===== src/rtl/core/utf8_lossy_sanitizer_assert.svh =====
// ----------------------------------------------------------------------------
// UTF-8 lossy sanitizer assertion macros
// Shared concurrent assertion forms for the sanitizer modules.
// ----------------------------------------------------------------------------
`ifndef UTF8_LOSSY_SANITIZER_ASSERT_SVH
`define UTF8_LOSSY_SANITIZER_ASSERT_SVH

// same-cycle implication, disabled during reset
`define ULS_ASSERT_NOW(label, clk, rstn, ante, cons) \
    label: assert property (@(posedge clk) disable iff (!rstn) (ante) |-> (cons)) \
        else $error("utf8_lossy_sanitizer: assertion failed");

// next-cycle implication, disabled during reset
`define ULS_ASSERT_NEXT(label, clk, rstn, ante, cons) \
    label: assert property (@(posedge clk) disable iff (!rstn) (ante) |=> (cons)) \
        else $error("utf8_lossy_sanitizer: assertion failed");

`endif


===== src/rtl/core/uls_pkg.sv =====
// ----------------------------------------------------------------------------
// uls_pkg
// Types and byte constants shared by the UTF-8 lossy sanitizer modules.
// ----------------------------------------------------------------------------
package uls_pkg;

    localparam logic [7:0] REPL_B0   = 8'hEF;
    localparam logic [7:0] REPL_B1   = 8'hBF;
    localparam logic [7:0] REPL_B2   = 8'hBD;

    localparam logic [7:0] LEAD2_MIN = 8'hC2;
    localparam logic [7:0] LEAD2_MAX = 8'hDF;
    localparam logic [7:0] LEAD3_MIN = 8'hE0;
    localparam logic [7:0] LEAD3_MAX = 8'hEF;
    localparam logic [7:0] LEAD4_MIN = 8'hF0;
    localparam logic [7:0] LEAD4_MAX = 8'hF4;
    localparam logic [7:0] LEAD_ED   = 8'hED;

    localparam logic [7:0] CONT_MIN  = 8'h80;
    localparam logic [7:0] CONT_MAX  = 8'hBF;
    localparam logic [7:0] E0_MIN    = 8'hA0;
    localparam logic [7:0] ED_MAX    = 8'h9F;
    localparam logic [7:0] F0_MIN    = 8'h90;
    localparam logic [7:0] F4_MAX    = 8'h8F;

    // one command per input byte that produces output
    typedef struct packed {
        logic            pre_rep;
        logic [2:0]      lit_count;
        logic [3:0][7:0] lit;
        logic            mid_rep;
        logic            post_rep;
        logic            eoi;
    } cmd_t;

endpackage


===== src/rtl/core/uls_front.sv =====
// ----------------------------------------------------------------------------
// uls_front
// Classifies each input byte against the pending prefix and issues one
// output command per byte that produces output.
// ----------------------------------------------------------------------------
`include "utf8_lossy_sanitizer_assert.svh"

module uls_front (
    input  logic          aclk,
    input  logic          aresetn,
    input  logic          accept,
    input  logic [7:0]    in_byte,
    input  logic          end_of_input,
    output logic          push,
    output uls_pkg::cmd_t cmd
);

    logic [7:0] pfx_reg [0:2];
    logic [1:0] cnt_reg, cnt_next;
    logic [2:0] len_reg, len_next;

    logic       pending;
    logic       do_lead;
    logic       wr_lead;
    logic       wr_ext;
    logic [2:0] lead_len;
    logic [7:0] lo, hi;
    uls_pkg::cmd_t c;

    always_comb begin
        pending = (cnt_reg != 2'd0) && (len_reg >= 3'd2) && (len_reg <= 3'd4)
                  && ({1'b0, cnt_reg} < len_reg);

        if (in_byte inside {[uls_pkg::LEAD2_MIN:uls_pkg::LEAD2_MAX]}) begin
            lead_len = 3'd2;
        end else if (in_byte inside {[uls_pkg::LEAD3_MIN:uls_pkg::LEAD3_MAX]}) begin
            lead_len = 3'd3;
        end else if (in_byte inside {[uls_pkg::LEAD4_MIN:uls_pkg::LEAD4_MAX]}) begin
            lead_len = 3'd4;
        end else begin
            lead_len = 3'd0;
        end

        lo = uls_pkg::CONT_MIN;
        hi = uls_pkg::CONT_MAX;
        if (cnt_reg == 2'd1) begin
            case (pfx_reg[0])
                uls_pkg::LEAD3_MIN: lo = uls_pkg::E0_MIN;
                uls_pkg::LEAD_ED:   hi = uls_pkg::ED_MAX;
                uls_pkg::LEAD4_MIN: lo = uls_pkg::F0_MIN;
                uls_pkg::LEAD4_MAX: hi = uls_pkg::F4_MAX;
                default: ;
            endcase
        end

        c        = '0;
        cnt_next = cnt_reg;
        len_next = len_reg;
        do_lead  = 1'b0;
        wr_lead  = 1'b0;
        wr_ext   = 1'b0;

        if (pending) begin
            if (in_byte >= lo && in_byte <= hi) begin
                if ({1'b0, cnt_reg} + 3'd1 == len_reg) begin
                    c.lit_count = len_reg;
                    for (int i = 0; i < 3; i++) begin
                        c.lit[i] = (2'(i) < cnt_reg) ? pfx_reg[i] : in_byte;
                    end
                    c.lit[3] = in_byte;
                    cnt_next = 2'd0;
                    len_next = 3'd0;
                end else begin
                    wr_ext   = 1'b1;
                    cnt_next = cnt_reg + 2'd1;
                end
            end else begin
                c.pre_rep = 1'b1;
                cnt_next  = 2'd0;
                len_next  = 3'd0;
                do_lead   = 1'b1;
            end
        end else begin
            cnt_next = 2'd0;
            len_next = 3'd0;
            do_lead  = 1'b1;
        end

        if (do_lead) begin
            if (!in_byte[7]) begin
                c.lit_count = 3'd1;
                c.lit[0]    = in_byte;
            end else if (lead_len != 3'd0) begin
                wr_lead  = 1'b1;
                cnt_next = 2'd1;
                len_next = lead_len;
            end else begin
                c.mid_rep = 1'b1;
            end
        end

        if (end_of_input && cnt_next != 2'd0) begin
            c.post_rep = 1'b1;
            cnt_next   = 2'd0;
            len_next   = 3'd0;
        end

        c.eoi = end_of_input;
    end

    assign cmd  = c;
    assign push = accept && (c.pre_rep || c.mid_rep || c.post_rep || c.lit_count != 3'd0);

    always_ff @(posedge aclk) begin
        if (!aresetn) begin
            cnt_reg <= 2'd0;
            len_reg <= 3'd0;
        end else if (accept) begin
            cnt_reg <= cnt_next;
            len_reg <= len_next;
        end
    end

    always_ff @(posedge aclk) begin
        if (accept && wr_lead) begin
            pfx_reg[0] <= in_byte;
        end else if (accept && wr_ext) begin
            pfx_reg[cnt_reg] <= in_byte;
        end
    end

    `ULS_ASSERT_NOW(a_prefix_shape, aclk, aresetn, cnt_reg != 2'd0,
        len_reg >= 3'd2 && len_reg <= 3'd4 && 3'(cnt_reg) < len_reg)
    `ULS_ASSERT_NEXT(a_eoi_flush, aclk, aresetn, accept && end_of_input,
        cnt_reg == 2'd0)

endmodule


===== src/rtl/core/uls_queue.sv =====
// ----------------------------------------------------------------------------
// uls_queue
// Small command FIFO between the classifier and the output sequencer.
// ----------------------------------------------------------------------------
module uls_queue #(
    parameter int DEPTH = 4
) (
    input  logic          aclk,
    input  logic          aresetn,
    input  logic          push,
    input  uls_pkg::cmd_t push_cmd,
    input  logic          pop,
    output logic          head_valid,
    output uls_pkg::cmd_t head_cmd,
    output logic          full
);

    localparam int PTR_W = (DEPTH > 1) ? $clog2(DEPTH) : 1;
    localparam int CNT_W = $clog2(DEPTH + 1);

    uls_pkg::cmd_t mem [0:DEPTH-1];
    logic [PTR_W-1:0] wr_ptr_reg, rd_ptr_reg;
    logic [CNT_W-1:0] count_reg;
    logic             do_pop;

    assign head_valid = (count_reg != '0);
    assign full       = (count_reg == CNT_W'(DEPTH));
    assign head_cmd   = mem[rd_ptr_reg];
    assign do_pop     = pop && head_valid;

    always_ff @(posedge aclk) begin
        if (push) begin
            mem[wr_ptr_reg] <= push_cmd;
        end
    end

    always_ff @(posedge aclk) begin
        if (!aresetn) begin
            wr_ptr_reg <= '0;
            rd_ptr_reg <= '0;
            count_reg  <= '0;
        end else begin
            if (push) begin
                wr_ptr_reg <= (wr_ptr_reg == PTR_W'(DEPTH - 1)) ? '0 : wr_ptr_reg + 1'b1;
            end
            if (do_pop) begin
                rd_ptr_reg <= (rd_ptr_reg == PTR_W'(DEPTH - 1)) ? '0 : rd_ptr_reg + 1'b1;
            end
            if (push && !do_pop) begin
                count_reg <= count_reg + 1'b1;
            end else if (!push && do_pop) begin
                count_reg <= count_reg - 1'b1;
            end
        end
    end

endmodule


===== src/rtl/core/uls_back.sv =====
// ----------------------------------------------------------------------------
// uls_back
// Expands queued commands into output beats, one byte per cycle when not
// stalled by m_ready, into a registered output stage.
// ----------------------------------------------------------------------------
`include "utf8_lossy_sanitizer_assert.svh"

module uls_back (
    input  logic          aclk,
    input  logic          aresetn,
    input  logic          head_valid,
    input  uls_pkg::cmd_t head_cmd,
    output logic          pop,
    output logic          m_valid,
    input  logic          m_ready,
    output logic [7:0]    m_out_byte,
    output logic          m_is_substitute,
    output logic          m_run_last,
    output logic          m_stream_done
);

    localparam logic [1:0] SEG_PRE  = 2'd0;
    localparam logic [1:0] SEG_LIT  = 2'd1;
    localparam logic [1:0] SEG_MID  = 2'd2;
    localparam logic [1:0] SEG_POST = 2'd3;

    function automatic logic seg_present(uls_pkg::cmd_t c, logic [1:0] s);
        logic r;
        case (s)
            SEG_PRE:  r = c.pre_rep;
            SEG_LIT:  r = (c.lit_count != 3'd0);
            SEG_MID:  r = c.mid_rep;
            SEG_POST: r = c.post_rep;
            default:  r = 1'b0;
        endcase
        return r;
    endfunction

    // lowest present segment at or after from; 4 when none
    function automatic logic [2:0] first_seg(uls_pkg::cmd_t c, logic [2:0] from);
        logic [2:0] r;
        r = 3'd4;
        for (int s = 3; s >= 0; s--) begin
            if (3'(s) >= from && seg_present(c, 2'(s))) begin
                r = 3'(s);
            end
        end
        return r;
    endfunction

    logic [1:0] seg_reg, idx_reg;
    logic       m_valid_reg;
    logic [7:0] m_byte_reg;
    logic       m_sub_reg, m_last_reg, m_done_reg;

    logic [2:0] cur_full, nxt_seg;
    logic [1:0] cur;
    logic       is_rep, seg_end, entry_end, emit;
    logic [7:0] cur_byte;

    always_comb begin
        cur_full = first_seg(head_cmd, {1'b0, seg_reg});
        cur      = cur_full[1:0];
        is_rep   = (cur != SEG_LIT);
        if (is_rep) begin
            case (idx_reg)
                2'd0:    cur_byte = uls_pkg::REPL_B0;
                2'd1:    cur_byte = uls_pkg::REPL_B1;
                default: cur_byte = uls_pkg::REPL_B2;
            endcase
            seg_end = (idx_reg == 2'd2);
        end else begin
            cur_byte = head_cmd.lit[idx_reg];
            seg_end  = ({1'b0, idx_reg} + 3'd1 == head_cmd.lit_count);
        end
        nxt_seg   = first_seg(head_cmd, {1'b0, cur} + 3'd1);
        entry_end = seg_end && nxt_seg[2];
        emit      = head_valid && (!m_valid_reg || m_ready);
    end

    assign pop = emit && entry_end;

    always_ff @(posedge aclk) begin
        if (!aresetn) begin
            seg_reg     <= SEG_PRE;
            idx_reg     <= 2'd0;
            m_valid_reg <= 1'b0;
        end else begin
            if (emit) begin
                m_valid_reg <= 1'b1;
                if (entry_end) begin
                    seg_reg <= SEG_PRE;
                    idx_reg <= 2'd0;
                end else if (seg_end) begin
                    seg_reg <= nxt_seg[1:0];
                    idx_reg <= 2'd0;
                end else begin
                    seg_reg <= cur;
                    idx_reg <= idx_reg + 2'd1;
                end
            end else if (m_ready) begin
                m_valid_reg <= 1'b0;
            end
        end
    end

    always_ff @(posedge aclk) begin
        if (emit) begin
            m_byte_reg <= cur_byte;
            m_sub_reg  <= is_rep;
            m_last_reg <= entry_end;
            m_done_reg <= entry_end && head_cmd.eoi;
        end
    end

    assign m_valid         = m_valid_reg;
    assign m_out_byte      = m_byte_reg;
    assign m_is_substitute = m_sub_reg;
    assign m_run_last      = m_last_reg;
    assign m_stream_done   = m_done_reg;

    `ULS_ASSERT_NOW(a_done_is_last, aclk, aresetn, m_valid_reg && m_done_reg,
        m_last_reg)
    `ULS_ASSERT_NOW(a_sub_bytes, aclk, aresetn, m_valid_reg && m_sub_reg,
        m_byte_reg == uls_pkg::REPL_B0 || m_byte_reg == uls_pkg::REPL_B1 ||
        m_byte_reg == uls_pkg::REPL_B2)

endmodule


===== src/rtl/core/utf8_lossy_sanitizer.sv =====
// ----------------------------------------------------------------------------
// utf8_lossy_sanitizer
// Passes valid UTF-8 through and replaces each ill-formed maximal subpart
// with EF BF BD.
// ----------------------------------------------------------------------------
// Accepted beats are queued as commands before the registered output stage.
// Throughput: one input beat per cycle while the command queue has room;
// output runs one byte per cycle when m_ready allows, up to 6 bytes for
// one input byte. The output sequencer's byte rate sets the sustained rate.
// Reset (aresetn low, synchronous): pending prefix, queue and output cleared.
module utf8_lossy_sanitizer #(
    parameter int QUEUE_DEPTH = 4
) (
    input  logic       aclk,
    input  logic       aresetn,
    input  logic       s_valid,
    output logic       s_ready,
    input  logic [7:0] s_in_byte,
    input  logic       s_end_of_input,
    output logic       m_valid,
    input  logic       m_ready,
    output logic [7:0] m_out_byte,
    output logic       m_is_substitute,
    output logic       m_run_last,
    output logic       m_stream_done
);

    logic          accept;
    logic          push, pop, full, head_valid;
    uls_pkg::cmd_t push_cmd, head_cmd;

    assign s_ready = !full;
    assign accept  = s_valid && s_ready;

    uls_front u_front (
        .aclk         (aclk),
        .aresetn      (aresetn),
        .accept       (accept),
        .in_byte      (s_in_byte),
        .end_of_input (s_end_of_input),
        .push         (push),
        .cmd          (push_cmd)
    );

    uls_queue #(
        .DEPTH (QUEUE_DEPTH)
    ) u_queue (
        .aclk       (aclk),
        .aresetn    (aresetn),
        .push       (push),
        .push_cmd   (push_cmd),
        .pop        (pop),
        .head_valid (head_valid),
        .head_cmd   (head_cmd),
        .full       (full)
    );

    uls_back u_back (
        .aclk            (aclk),
        .aresetn         (aresetn),
        .head_valid      (head_valid),
        .head_cmd        (head_cmd),
        .pop             (pop),
        .m_valid         (m_valid),
        .m_ready         (m_ready),
        .m_out_byte      (m_out_byte),
        .m_is_substitute (m_is_substitute),
        .m_run_last      (m_run_last),
        .m_stream_done   (m_stream_done)
    );

endmodule

===== config.mk =====
export PLATFORM = sky130hd
export DESIGN_NAME = utf8_lossy_sanitizer
export DESIGN_NICKNAME = d
export VERILOG_FILES = /design/src/rtl/core/uls_pkg.sv /design/src/rtl/core/uls_front.sv /design/src/rtl/core/uls_queue.sv /design/src/rtl/core/uls_back.sv /design/src/rtl/core/utf8_lossy_sanitizer.sv
export VERILOG_INCLUDE_DIRS = /design/src /design/src/rtl/core
export SDC_FILE = /design/constraint.sdc
export NUM_CORES = 1
export LEC_CHECK = 0
export BUFFER_PORTS_ARGS = -buffer_cell sky130_fd_sc_hd__buf_2
export CAP_MARGIN = 20
export CORE_MARGIN = 2
export CORE_UTILIZATION = 50
export DETAILED_ROUTE_END_ITERATION = 10
export PLACE_DENSITY = 0.67
export SYNTH_ARGS = -nofsm -noshare
export SYNTH_HDL_FRONTEND = slang
export SYNTH_SLANG_ARGS = --single-unit

===== constraint.sdc =====
create_clock -name aclk -period 6.18 [get_ports aclk]
set_input_delay 1.854 -clock aclk [delete_from_list [all_inputs] [get_ports aclk]]
set_output_delay 1.854 -clock aclk [all_outputs]
set_load 0.01 [all_outputs]

==> results.json <==
{
  "status": "finished, final reports clean",
  "syn2layout_area_growth_pct": 13.3,
  "max_slew.worst_pin.slew_ns": 1.08,
  "cpMaxStageDelayCell": "fa_1",
  "dieArea_um2": 19100,
  "antennaDiodeCount": 0,
  "hp-class": "reg2reg",
  "slew-limit-headroom_pct": 27.7,
  "crit_family": "compound AO/OA/AOI/OAI gates",
  "maxCapViolations": 0,
  "cp.required_ns": 6.59,
  "slowest_delay_ns": 0.37,
  "htreeDepth": 1,
  "multi_input_area_um2": 2730,
  "setup_violations": 0,
  "peakVddDrop_uv": 222,
  "antenna_found_initial": 0,
  "path_cells": "buf_2 -> inv_1 -> ha_1 -> nand2_1 -> o311a_1 -> nor4_1 -> buf_4 -> a31oi_1 -> a31oi_4 -> ha_1 -> inv_1 -> fa_1 -> xor2_1 -> or3_1 -> a21boi_0",
  "num_rows": 49,
  "io_pins": 26,
  "yosys_warnings": 0,
  "synthesis.area_um2": 9020,
  "switching_share_pct": 24.5,
  "drtIter0Drc": 403,
  "power.share.sequential_pct": 46.9,
  "postSynthCellCount": 530,
  "grt_setup_unrepaired": "no",
  "synthFlopType": "edfxtp_1",
  "finalWeightedCongestion": 0.875,
  "worst-path-buf-inv": 4,
  "die_h_um": 138,
  "max_freq_mhz": 210,
  "fin_worst_skew_ns": 0.0110,
  "layout_common_cells": "edfxtp_1, mux4_2, nor2_1",
  "power_w": 0.00374,
  "slew_viol_final": 0,
  "grt_usage_pct": 18.7,
  "synth_edf_count": 191,
  "leakage_nw": 3.48,
  "start_util_pct": 50.6,
  "power.density_nw_per_um2": 366,
  "cp-end-kind": "flop",
  "met2WireLength_um": 8420,
  "die_w_um": 138,
  "hpwlAfterDp_um": 11400,
  "numPortBuffers": 25,
  "crit_arrival_ns": 5.17,
  "grt_pass1_wl_um": 27900,
  "first_global_vias": 4933,
  "met1_length_um": 7920,
  "grt_start_max_net_pins": 41,
  "clkPwrFrac_pct": 38.2,
  "ant_nets": 0,
  "postSynthRegisterBits": 210,
  "p_sw_w": 0.000917,
  "whs_ns": 0.491,
  "layout_min_cycle_time_ns": 4.75,
  "final.period_utilization_pct": 76.9,
  "core-area_um2": 17800,
  "clock_latency_ns": 0.50,
  "synth_top_cell_area_share_pct": 63.6,
  "cts_resized": 0,
  "routed_wl_um": 17600,
  "clock-root-buffer": "clkbuf_16",
  "viasPerCell": 5.93,
  "route.detailed.drc": 0,
  "wire_per_inst_um": 21.4,
  "highest_layer": "met4",
  "post_cts_buffers": 0,
  "largest_reg_flops": 156,
  "cts_made_buffers": 22,
  "p_comb_share_pct": 14.9,
  "cts_tree": "done",
  "path_class": "in2reg",
  "p_int_w": 0.00283,
  "met3RoutedLength_um": 929,
  "overflow": 0,
  "cts_sinks": 210,
  "final_common_cell": "edfxtp_1",
  "cp_max_fo": 12,
  "syn_avg_cell_area_um2": 17.0,
  "hold_violations": 0,
  "synth_cell_types": 69,
  "synth.largest_area_cell": "edfxtp_1",
  "synth.area.top_cells": "edfxtp_1, mux4_2, dfxtp_1",
  "final_nets": 608,
  "num_vias": 4858,
  "path_clk_slew_ns": 0.06,
  "setup-tns-final_ns": 0,
  "drtPass1Iterations": 5,
  "cts_buffer_depth": 3,
  "start_kind": "primary input",
  "synth_seq_area_share_pct": 67.8,
  "ys_async_sr_fraction_pct": 0,
  "postCtsHoldBufs": 0,
  "drive_above_1_share_pct": 24.7,
  "fillers": 1315,
  "seq_area_um2": 6120
}
logic make-up (layout without fill, tap and decap cells):
group | count (synthesis) | count (layout) | share of synthesized area [%]
multiplexers | 71 | 71 | 14.3
XOR/XNOR | 8 | 8 | 0.777
other | 1 | 4 | 0.0416
AO/OA/AOI/OAI | 57 | 57 | 4.84
adder cells (fa/ha/maj) | 21 | 21 | 3.00
buffers and inverters | 41 | 98 | 2.18
flip-flops | 210 | 210 | 67.8
AND/OR/NAND/NOR | 121 | 121 | 7.09
synthesized netlist by cell type (2+ instances only):
master and instances:
nand2b_1 7, clkbuf_1 7, nor3b_1 2, nor2_1 30
nor2b_1 3, buf_2 4, or2b_1 2, mux2_2 4
a22o_1 6, nor3_1 9, nor4b_1 2, buf_4 2
edfxtp_1 191, dfxtp_1 19, inv_1 19, o22ai_1 3
nand3_1 5, xor2_1 3, mux4_2 46, nand4_1 4
o21ai_0 6, a21oi_1 10, a21o_1 2, and3_1 6
nand2_1 26, buf_1 3, a31oi_1 7, nor4_1 3
xnor2_1 5, clkinv_1 2, a21boi_0 2, or3_1 2
and3_2 2, nand3b_1 2, and2_1 9, mux2i_1 21
ha_1 20, o21a_1 3
cell type report:
type	count	area share, %
Sequential cell	210	59.8
Inverter	22	0.808
Clock buffer	23	5.63
Tap cell	229	2.80
Timing Repair Buffer	36	2.03
Multi-Input combinational cell	282	26.7
Clock inverter	17	2.23
final timing paths:
kind	from	to	slack, ns	depth (start not counted)
setup / recovery	s_in_byte[4]	u_queue.count_reg[2]	1.43	15
hold / removal	u_queue.rd_ptr_reg[1]	flop	0.49	2
setup reg to reg	u_front.cnt_reg[1]	u_queue.count_reg[2]	1.44	18
hold reg to reg	u_queue.rd_ptr_reg[1]	flop	0.49	2
worst min-delay path, delay by kind of cell, from the launching register on:
kind | cells | cell delay (ns)
muxes | 1 | 0.07
DFF | 1 | 0.32
and+or+nand+nor | 1 | 0.05
layer usage:
metal,track usage [%],up-vias
met5,0,-
met4,4.62,0
met3,3.05,24
met2,30.1,167
met1,27.0,2492
li1,-,2175
stage by stage:
step	instances	instance area (um2)	setup slack (ns)	util (%)
after floorplan	533	9030	1.27	-
after global placement	779	9420	1.13	52.8
after detailed placement	779	9420	0.981	52.8
after CTS	819	10200	1.49	57.3
after global routing	819	10200	1.14	57.3
final	819	10200	1.43	57.3
power groups by stage:
stage          Combinational, W  Clock [W]  Sequential (W)
2_1_floorplan          0.000399          0         0.00177
3_3_place_gp           0.000555          0         0.00178
3_5_place_dp           0.000563          0         0.00179
4_1_cts                0.000566    0.00146         0.00176
5_1_grt                0.000614    0.00151         0.00177
6_report               0.000558    0.00143         0.00176
No activity file was read; power rests on OpenSTA's default activity.
